### config.mk
export PLATFORM = sky130hd
export DESIGN_NAME = clac_mul
export DESIGN_NICKNAME = d
export VERILOG_FILES = /design/src/hw/rtl/clac_pkg.sv /design/src/hw/rtl/clac_mul.sv
export SDC_FILE = /design/constraint.sdc
export NUM_CORES = 2
export LEC_CHECK = 0
export ABC_AREA = 1
export BUFFER_PORTS_ARGS = -buffer_cell sky130_fd_sc_hd__buf_4
export CAP_MARGIN = 5
export CORE_MARGIN = 8
export CORE_UTILIZATION = 60
export CTS_BUF_LIST = sky130_fd_sc_hd__clkbuf_2
export DETAILED_ROUTE_END_ITERATION = 8
export PLACE_DENSITY = 0.91
export SLEW_MARGIN = 20
export SYNTH_ARGS = -nofsm -noshare
export SYNTH_HDL_FRONTEND = slang
export SYNTH_SLANG_ARGS = --single-unit
### constraint.sdc
create_clock -name aclk -period 7.95 [get_ports aclk]
set_input_delay 2.385 -clock aclk [delete_from_list [all_inputs] [get_ports aclk]]
set_output_delay 2.385 -clock aclk [all_outputs]
set_load 0.02 [all_outputs]
### src/hw/rtl/clac_pkg.sv
// ----------------------------------------------------------------------------
// clac_pkg
// Shared types, widths and constants of the collision lookahead check block.
// ----------------------------------------------------------------------------
package clac_pkg;

    // field widths
    localparam int POS_W = 32;
    localparam int HDG_W = 16;
    localparam int SPD_W = 32;
    localparam int RAD_W = 32;
    localparam int LA_W  = 10;

    // stream and register port widths
    localparam int S_DATA_W   = 272;
    localparam int M_DATA_W   = 16;
    localparam int APB_ADDR_W = 3;
    localparam int APB_DATA_W = 32;

    localparam int MAX_LOOKAHEAD_DEF = 1024;

    // register map, index taken from paddr[2]
    localparam logic REG_OWN_RADIUS = 1'b0;
    localparam logic [RAD_W-1:0] OWN_RADIUS_RST = 32'd65536;

    // sine/cosine unit
    localparam int CS_W         = 18;
    localparam int ANG_W        = 20;
    localparam int ITER_W       = 4;
    localparam int CORDIC_ITERS = 16;
    localparam logic signed [CS_W-1:0]  CORDIC_GAIN = 18'sd39797;
    localparam logic signed [ANG_W-1:0] PI_Q16      = 20'sd205887;
    localparam logic signed [ANG_W-1:0] HALF_PI_Q16 = 20'sd102944;

    // shared multiplier
    localparam int LIMB_W    = 32;
    localparam int MUL_W     = 2 * LIMB_W;
    localparam int PROD_W    = 2 * MUL_W;
    localparam int MUL_STEPS = 4;

    // divide by 60 through a reciprocal, exact for dividends below 2**49
    localparam int DIV_SHIFT = 55;
    localparam logic [MUL_W-1:0] DIV60_RECIP = ((64'd1 << DIV_SHIFT) + 64'd59) / 64'd60;

    // datapath widths
    localparam int MID_W  = 49;
    localparam int QUO_W  = 44;
    localparam int DISP_W = 46;
    localparam int REL_W  = 50;
    localparam int MAGX_W = REL_W + 1;
    localparam int RSUM_W = 49;
    localparam int ACC_W  = 112;

    typedef enum logic [3:0] {
        ST_IDLE,
        ST_ROT_OWN,
        ST_ROT_OTHER,
        ST_MUL_ISSUE,
        ST_MUL_WAIT,
        ST_PREP_S,
        ST_PREP_R,
        ST_SCAN,
        ST_EMIT
    } clac_state_t;

    typedef enum logic [3:0] {
        OP_OWN_C,
        OP_OWN_CQ,
        OP_OWN_S,
        OP_OWN_SQ,
        OP_OTH_C,
        OP_OTH_CQ,
        OP_OTH_S,
        OP_OTH_SQ,
        OP_RAD,
        OP_XX,
        OP_YY,
        OP_XS,
        OP_YS,
        OP_SXX,
        OP_SYY
    } clac_op_t;

    typedef struct packed {
        logic                    start;
        logic signed [HDG_W-1:0] angle;
    } cordic_req_t;

    typedef struct packed {
        logic                   done;
        logic signed [CS_W-1:0] cos_val;
        logic signed [CS_W-1:0] sin_val;
    } cordic_rsp_t;

    typedef struct packed {
        logic             start;
        logic [MUL_W-1:0] a;
        logic [MUL_W-1:0] b;
    } mul_req_t;

    typedef struct packed {
        logic              done;
        logic [PROD_W-1:0] prod;
    } mul_rsp_t;

    function automatic logic signed [ANG_W-1:0] atan_q16(input logic [ITER_W-1:0] i);
        logic signed [ANG_W-1:0] v;
        case (i)
            4'd0:    v = 20'sd51472;
            4'd1:    v = 20'sd30386;
            4'd2:    v = 20'sd16055;
            4'd3:    v = 20'sd8150;
            4'd4:    v = 20'sd4091;
            4'd5:    v = 20'sd2047;
            4'd6:    v = 20'sd1024;
            4'd7:    v = 20'sd512;
            4'd8:    v = 20'sd256;
            4'd9:    v = 20'sd128;
            4'd10:   v = 20'sd64;
            4'd11:   v = 20'sd32;
            4'd12:   v = 20'sd16;
            4'd13:   v = 20'sd8;
            4'd14:   v = 20'sd4;
            4'd15:   v = 20'sd2;
            default: v = '0;
        endcase
        return v;
    endfunction

endpackage

### src/hw/rtl/clac_mul.sv
// ----------------------------------------------------------------------------
// clac_mul
// Shared unsigned 64 x 64 multiplier, one 32 x 32 partial product per cycle.
// ----------------------------------------------------------------------------
module clac_mul (
    input  logic               aclk,
    input  logic               aresetn,
    input  clac_pkg::mul_req_t req,
    output clac_pkg::mul_rsp_t rsp
);
    import clac_pkg::*;

    logic                busy_reg;
    logic                done_reg;
    logic [2:0]          idx_reg;
    logic [MUL_W-1:0]    a_reg;
    logic [MUL_W-1:0]    b_reg;
    logic [MUL_W-1:0]    pp_reg;
    logic [1:0]          pair_reg;
    logic [PROD_W-1:0]   acc_reg;

    logic [LIMB_W-1:0]   a_limb;
    logic [LIMB_W-1:0]   b_limb;
    logic [PROD_W-1:0]   pp_shift;
    logic                issue;

    always_comb begin
        a_limb = idx_reg[0] ? a_reg[MUL_W-1:LIMB_W] : a_reg[LIMB_W-1:0];
        b_limb = idx_reg[1] ? b_reg[MUL_W-1:LIMB_W] : b_reg[LIMB_W-1:0];
        issue  = busy_reg && (idx_reg < 3'(MUL_STEPS));
    end

    always_comb begin
        case (pair_reg)
            2'b00:        pp_shift = PROD_W'(pp_reg);
            2'b01, 2'b10: pp_shift = PROD_W'(pp_reg) << LIMB_W;
            2'b11:        pp_shift = PROD_W'(pp_reg) << (2 * LIMB_W);
            default:      pp_shift = '0;
        endcase
    end

    always_ff @(posedge aclk) begin
        if (!aresetn) begin
            busy_reg <= 1'b0;
            done_reg <= 1'b0;
            idx_reg  <= '0;
        end else begin
            done_reg <= 1'b0;
            if (req.start) begin
                busy_reg <= 1'b1;
                idx_reg  <= '0;
            end else if (busy_reg) begin
                idx_reg <= idx_reg + 3'd1;
                if (idx_reg == 3'(MUL_STEPS)) begin
                    busy_reg <= 1'b0;
                    done_reg <= 1'b1;
                end
            end
        end
    end

    always_ff @(posedge aclk) begin
        if (req.start) begin
            a_reg   <= req.a;
            b_reg   <= req.b;
            acc_reg <= '0;
        end else if (busy_reg) begin
            if (issue) begin
                pp_reg   <= a_limb * b_limb;
                pair_reg <= idx_reg[1:0];
            end
            if (idx_reg != 3'd0) begin
                acc_reg <= acc_reg + pp_shift;
            end
        end
    end

    assign rsp.done = done_reg;
    assign rsp.prod = acc_reg;

endmodule

=== Word level (Yosys, flattened, before mapping) ===
Index checks and enable logic that the tools add are counted.

* Output and inout port bits: 129
* Bits in registers: 327
* Bits in read-only memories: 0
* Bits in writable memories: 0
* Memories kept: 0
* Input bits: 131
* Latch bits: 0

* Order comparisons: 1
* Reductions and logical operators: 8
* Multipliers: 1
* Div/mod/pow operators: 0
* Multiplexer cells: 7
* Shift operators: 0
* Eq/ne operators: 4
* $add $sub $neg: 2
* Bitwise operators: 3

{| class="wikitable"
|+ Operators with widths
! kind !! count
|-
| one-hot mux 128 bit (3 select lines) || 1
|-
| adder 128 bit || 1
|-
| multiplier 32 x 32 -> 64 bit || 1
|-
| two-way mux 32 bit || 2
|-
| == test 2 bit (second input constant) || 2
|-
| two-way mux 1 bit || 4
|-
| OR reduction 2 bit || 2
|-
| adder 3 x 1 -> 3 bit (second input constant) || 1
|-
| == test 3 bit (second input constant) || 1
|-
| < comparator 3 bit (second input constant) || 1
|-
| NOT 1 bit || 3
|-
| AND reduction 3 bit || 1
|-
| nonzero test 3 bit || 1
|-
| OR reduction 3 bit || 1
|-
| == test 2 x 1 -> 1 bit (second input constant) || 1
|-
| logical NOT 2 bit || 1
|-
| AND reduction 2 bit || 1
|-
| logical AND 1 bit || 1
|}

=== Longest topological paths before layout ===
* Depth after elaboration: 4
* Gate-level depth with buffers: 37
* Gate-level depth less buffers: 34

=== Least setup slack after synthesis ===
No wires, ideal clock.

* Kind: in2reg
* Start: input port req[128] (netlist bit)
* End: register pair_reg[0], enable pin
* Arrival: 7.490 ns
* Path slack: -0.111 ns
* Setup time: 0.571 ns
* Path buffers: 3
* Stages: 4
* Cells stage by stage: clkbuf_1 -> clkbuf_1 -> clkbuf_1 -> nor3_1

* Cells in the longest elaborated chain, start to end: 2

{| class="wikitable"
|+ Ends and longest elaborated chain
! element !! RTL line !! RTL
|-
| start, declared || clac_mul.sv:8 || <nowiki>input clac_pkg::mul_req_t req,</nowiki>
|-
| NOT 1 bit (no line) || -- ||
|-
| AND reduction 3 bit (no line) || -- ||
|-
| end signal, assigned || clac_mul.sv:70 || <nowiki>pair_reg <= idx_reg[1:0];</nowiki>
|-
| end, declared || clac_mul.sv:19 || <nowiki>logic [1:0] pair_reg;</nowiki>
|}

Every way passes these cells.
A chain may end at the register's enable or synchronous reset.

=== Worst setup path after layout ===
* Start: register idx_reg[0]
* End: register pp_reg[56] (data pin)

* Cells in the longest elaborated chain, start to end: 2

{| class="wikitable"
|+ Ends and longest elaborated chain
! element !! RTL line !! RTL
|-
| start, declared || clac_mul.sv:15 || <nowiki>logic [2:0] idx_reg;</nowiki>
|-
| start signal, assigned || clac_mul.sv:53 || <nowiki>idx_reg <= idx_reg + 3'd1;</nowiki>
|-
| two-way mux 32 bit || clac_mul.sv:28 || <nowiki>a_limb = idx_reg[0] ? a_reg[MUL_W-1:LIMB_W] : a_reg[LIMB_W-1:0];</nowiki>
|-
| multiplier 32 x 32 -> 64 bit || clac_mul.sv:69 || <nowiki>pp_reg <= a_limb * b_limb;</nowiki>
|-
| end signal, assigned || clac_mul.sv:69 ||
|-
| end, declared || clac_mul.sv:18 || <nowiki>logic [MUL_W-1:0] pp_reg;</nowiki>
|}

Every way passes these cells.

==> results.md <==
* GRT overflow at 0
* Max Cap Viol at 0
* DP Worst Slack at -156 ps
* Peak Freq at 128 MHz
* Final nets at 10,300
* Status: complete, but fails checks
* Max FFs per register at 128
* Worst Hold Endpoint: done_reg$_SDFF_PP0_
* Register area share after synthesis at 0.142
* Register Area at 8490 sq um
* Die area at 110,000 sq um
* Yosys Warn Count at 0
* Layout Utilization at 0.672
* Multi-input logic area at 42,200 sq um
* First-pass GRT wire length at 359,000 um
* Clk sinks at 327
* Largest net degree at the start of global routing at 165
* Fin. max-slew vios at 0
* Initial antenna violation count at 7
* Number of flops mapped to enable cells by yosys at 194
* Slowest CP cell: fa_1
* DR vias at 57,900
* Vias in the first global route at 59,100
* Clock-pin transition on the worst setup and hold timing paths at 130 ps
* Clk buf depth at 3
* Drt via density at 5.64
* Mapped cell area at 59,600 sq um
* Synth async-reset ratio at 0
* Startpoint types: flop
* Area Growth Syn to Fin at 11.0%
* # setup viols final at 0
* Hold Path Stages at 2
* WP data arrival at 8900 ps
* Syn avg cell area at 7.06 sq um
* CTS buffer count at 93
* Reg2reg path depth at 30
* Post-CTS setup repair buffer count at 0
* Reg-to-Reg Start: idx_reg[0]$_SDFFE_PP0P_
* Routability cong. at 1.10
* Hold Path Class: flop to flop
* Endpoints failing hold at 0
* Worst-path fanout max at 22
* Global Route Usage Sum at 0.448
* Post-route insts no fill at 10,300
* Port Buffers at 259
* Flop and latch count out of synthesis at 327
* Die Ht at 331 um
* Worst hold start: idx_reg[2]$_SDFFE_PP0P_
* Initial Util at 0.606
* RSZ-0062 raised after global routing: false
* Failing checks: DRC
* Routed wire length at 247,000 um
* Residual DRC count at 1
* # placed instances at 10,100
* Worst EP required at 9060 ps
* Syn Inst Count at 8,447
* Clock Tree Root: clkbuf_2
* Yosys top cell by area: fa_1
* Netlist cell types at 45
* Wire per inst at 24.0 um
* CTS tree: yes
* Fin crit share at 0.980
* Worst slew margin at 0.294
* Fillcell total at 8,436
* Drt first pass iters at 9
* Fin worst setup slack at 162 ps
* Pin slew with the least headroom to its limit at 1060 ps
* Area contributors post-synth: fa_1 (30%), nand2_1 (14%), inv_1 (13%)
* Post-layout min period at 7790 ps
* Share of the synthesized area in the top cell type at 0.301
* R2r setup slk at 160 ps
* Core box area at 98,400 sq um
* Clock Latency Late Sink at 1430 ps
* Critical path class: flop to flop
* Max stage delay on crit path at 570 ps
* Clock skew at 228 ps
* DRT antenna net count at 0
* Most used DFF post-synth: edfxtp_1
* Layout cells sized above 1 at 0.110
* Syn Nets at 9,869
* Row count at 115
* CP Capture Type: flop
* H-tree Lvls at 3
* Total I/O pin count at 260
* Die extent in x at 331 um
* R2R Path End: pp_reg[56]$_DFFE_PP_
* Initial DRC Count at 6,324
* Post-DP HPWL at 206,000 um
cells in the mapped netlist (2+ instances only):
| master | count |
|---|---|
| inv_2 | 33 |
| nor3_2 | 9 |
| nor2_1 | 1188 |
| nor3_1 | 35 |
| nand3_1 | 182 |
| o21bai_1 | 20 |
| nand2_1 | 2211 |
| o21ai_1 | 23 |
| fa_1 | 897 |
| nand3_2 | 17 |
| a21boi_0 | 4 |
| clkbuf_1 | 96 |
| nand4_1 | 24 |
| o21ai_0 | 151 |
| nand3b_1 | 2 |
| nor4_2 | 2 |
| o211ai_1 | 9 |
| a31oi_1 | 16 |
| buf_1 | 11 |
| a21oi_1 | 186 |
| dfxtp_1 | 133 |
| xnor2_1 | 20 |
| or2_2 | 61 |
| o2111ai_1 | 2 |
| a21oi_2 | 2 |
| nand2_2 | 34 |
| edfxtp_1 | 194 |
| clkinv_1 | 9 |
| inv_1 | 2119 |
| nor4_1 | 3 |
| buf_2 | 118 |
| o22ai_1 | 64 |
| ha_1 | 394 |
| or2_1 | 7 |
| o21ai_2 | 24 |
| xor2_1 | 93 |
| a21o_1 | 13 |
| o21a_1 | 3 |
| nor2_2 | 28 |
| nor2_4 | 5 |
worst max-delay path, delay by kind of cell (launching register included):
family / cells / cell delay [ps]
adder cells (fa/ha/maj): 9 / 4230
buffers and inverters: 12 / 1550
AND/OR/NAND/NOR: 7 / 1160
flip-flops: 1 / 390
AO/OA/AOI/OAI: 1 / 160
XOR/XNOR: 1 / 70
worst max-delay path by stage:
stage	from	end	slack, ps
2_1_floorplan	idx_reg[1]$_SDFFE_PP0P_	pp_reg[59]$_DFFE_PP_	710
3_3_place_gp	idx_reg[1]$_SDFFE_PP0P_	pp_reg[56]$_DFFE_PP_	-70
3_5_place_dp	idx_reg[0]$_SDFFE_PP0P_	pp_reg[56]$_DFFE_PP_	-160
4_1_cts	idx_reg[0]$_SDFFE_PP0P_	pp_reg[56]$_DFFE_PP_	120
5_1_grt	idx_reg[0]$_SDFFE_PP0P_	pp_reg[61]$_DFFE_PP_	2
6_report	idx_reg[0]$_SDFFE_PP0P_	pp_reg[56]$_DFFE_PP_	160
cell families after synthesis:
family / synth area share
AND/OR/NAND/NOR: 0.255
buffers and inverters: 0.153
adder cells (fa/ha/maj): 0.384
AO/OA/AOI/OAI: 0.0492
flip-flops: 0.142
XOR/XNOR: 0.0166
routing by layer:
| layer | GRT usage | part of all wire | vias up |
|---|---|---|---|
| li1 | - | - | 25700 |
| met1 | 0.490 | 0.33 | 27000 |
| met2 | 0.707 | 0.44 | 3911 |
| met3 | 0.136 | 0.12 | 1288 |
| met4 | 0.387 | 0.11 | 4 |
| met5 | 0 | 0.00010 | - |
cell type report:
class	instances	share of cell area
clock buffers	130	0.00984
flip-flops and latches	327	0.128
inverters	2161	0.123
diodes	7	0.000265
clock inverters	42	0.00482
repair buffers	578	0.0721
multi-input cells	5733	0.638
well taps	1287	0.0243
cells in the final DEF (no fill, tap or decap), types with 13 or more instances in the layout:
cell type / instances
nand2_2: 36
buf_12: 33
a31oi_1: 16
xnor2_1: 20
nand3_1: 182
edfxtp_1: 194
o21ai_2: 48
a21o_1: 13
inv_2: 33
o21ai_0: 127
nand3_2: 17
or2_2: 61
buf_4: 541
o21bai_1: 19
o21ai_1: 21
nand2_1: 2209
nor3_1: 33
xor2_1: 93
clkinv_2: 13
clkbuf_2: 130
clkinv_1: 27
nor2_1: 1188
nor2_2: 28
o22ai_1: 64
nand4_1: 24
fa_1: 897
ha_1: 393
a21oi_1: 183
dfxtp_1: 131
inv_1: 2119
stage by stage:
| step | cell area, sq um | hold slack, ps | setup TNS (ps) |
|---|---|---|---|
| after floorplan | 59600 | 429 | 0 |
| after global placement | 65100 | 523 | -65.9 |
| after detailed placement | 65100 | 530 | -156 |
| after CTS | 66100 | 551 | 0 |
| after global routing | 66100 | 574 | 0 |
| final | 66100 | 557 | 0 |
repair_timing:
| item | 4_1_cts | 5_1_grt |
|---|---|---|
| hold buffers | 0 | 0 |
| endpoints found under the setup margin | 1 | 31 |
| gates resized for setup | 1 | 17 |
| endpoints found under the hold margin | 0 | 0 |
| pin swaps | 0 | 1 |
Power is left out: the tool's default activity adds up to more than one toggle a clock period on the data nets, which glitch-free logic cannot reach.
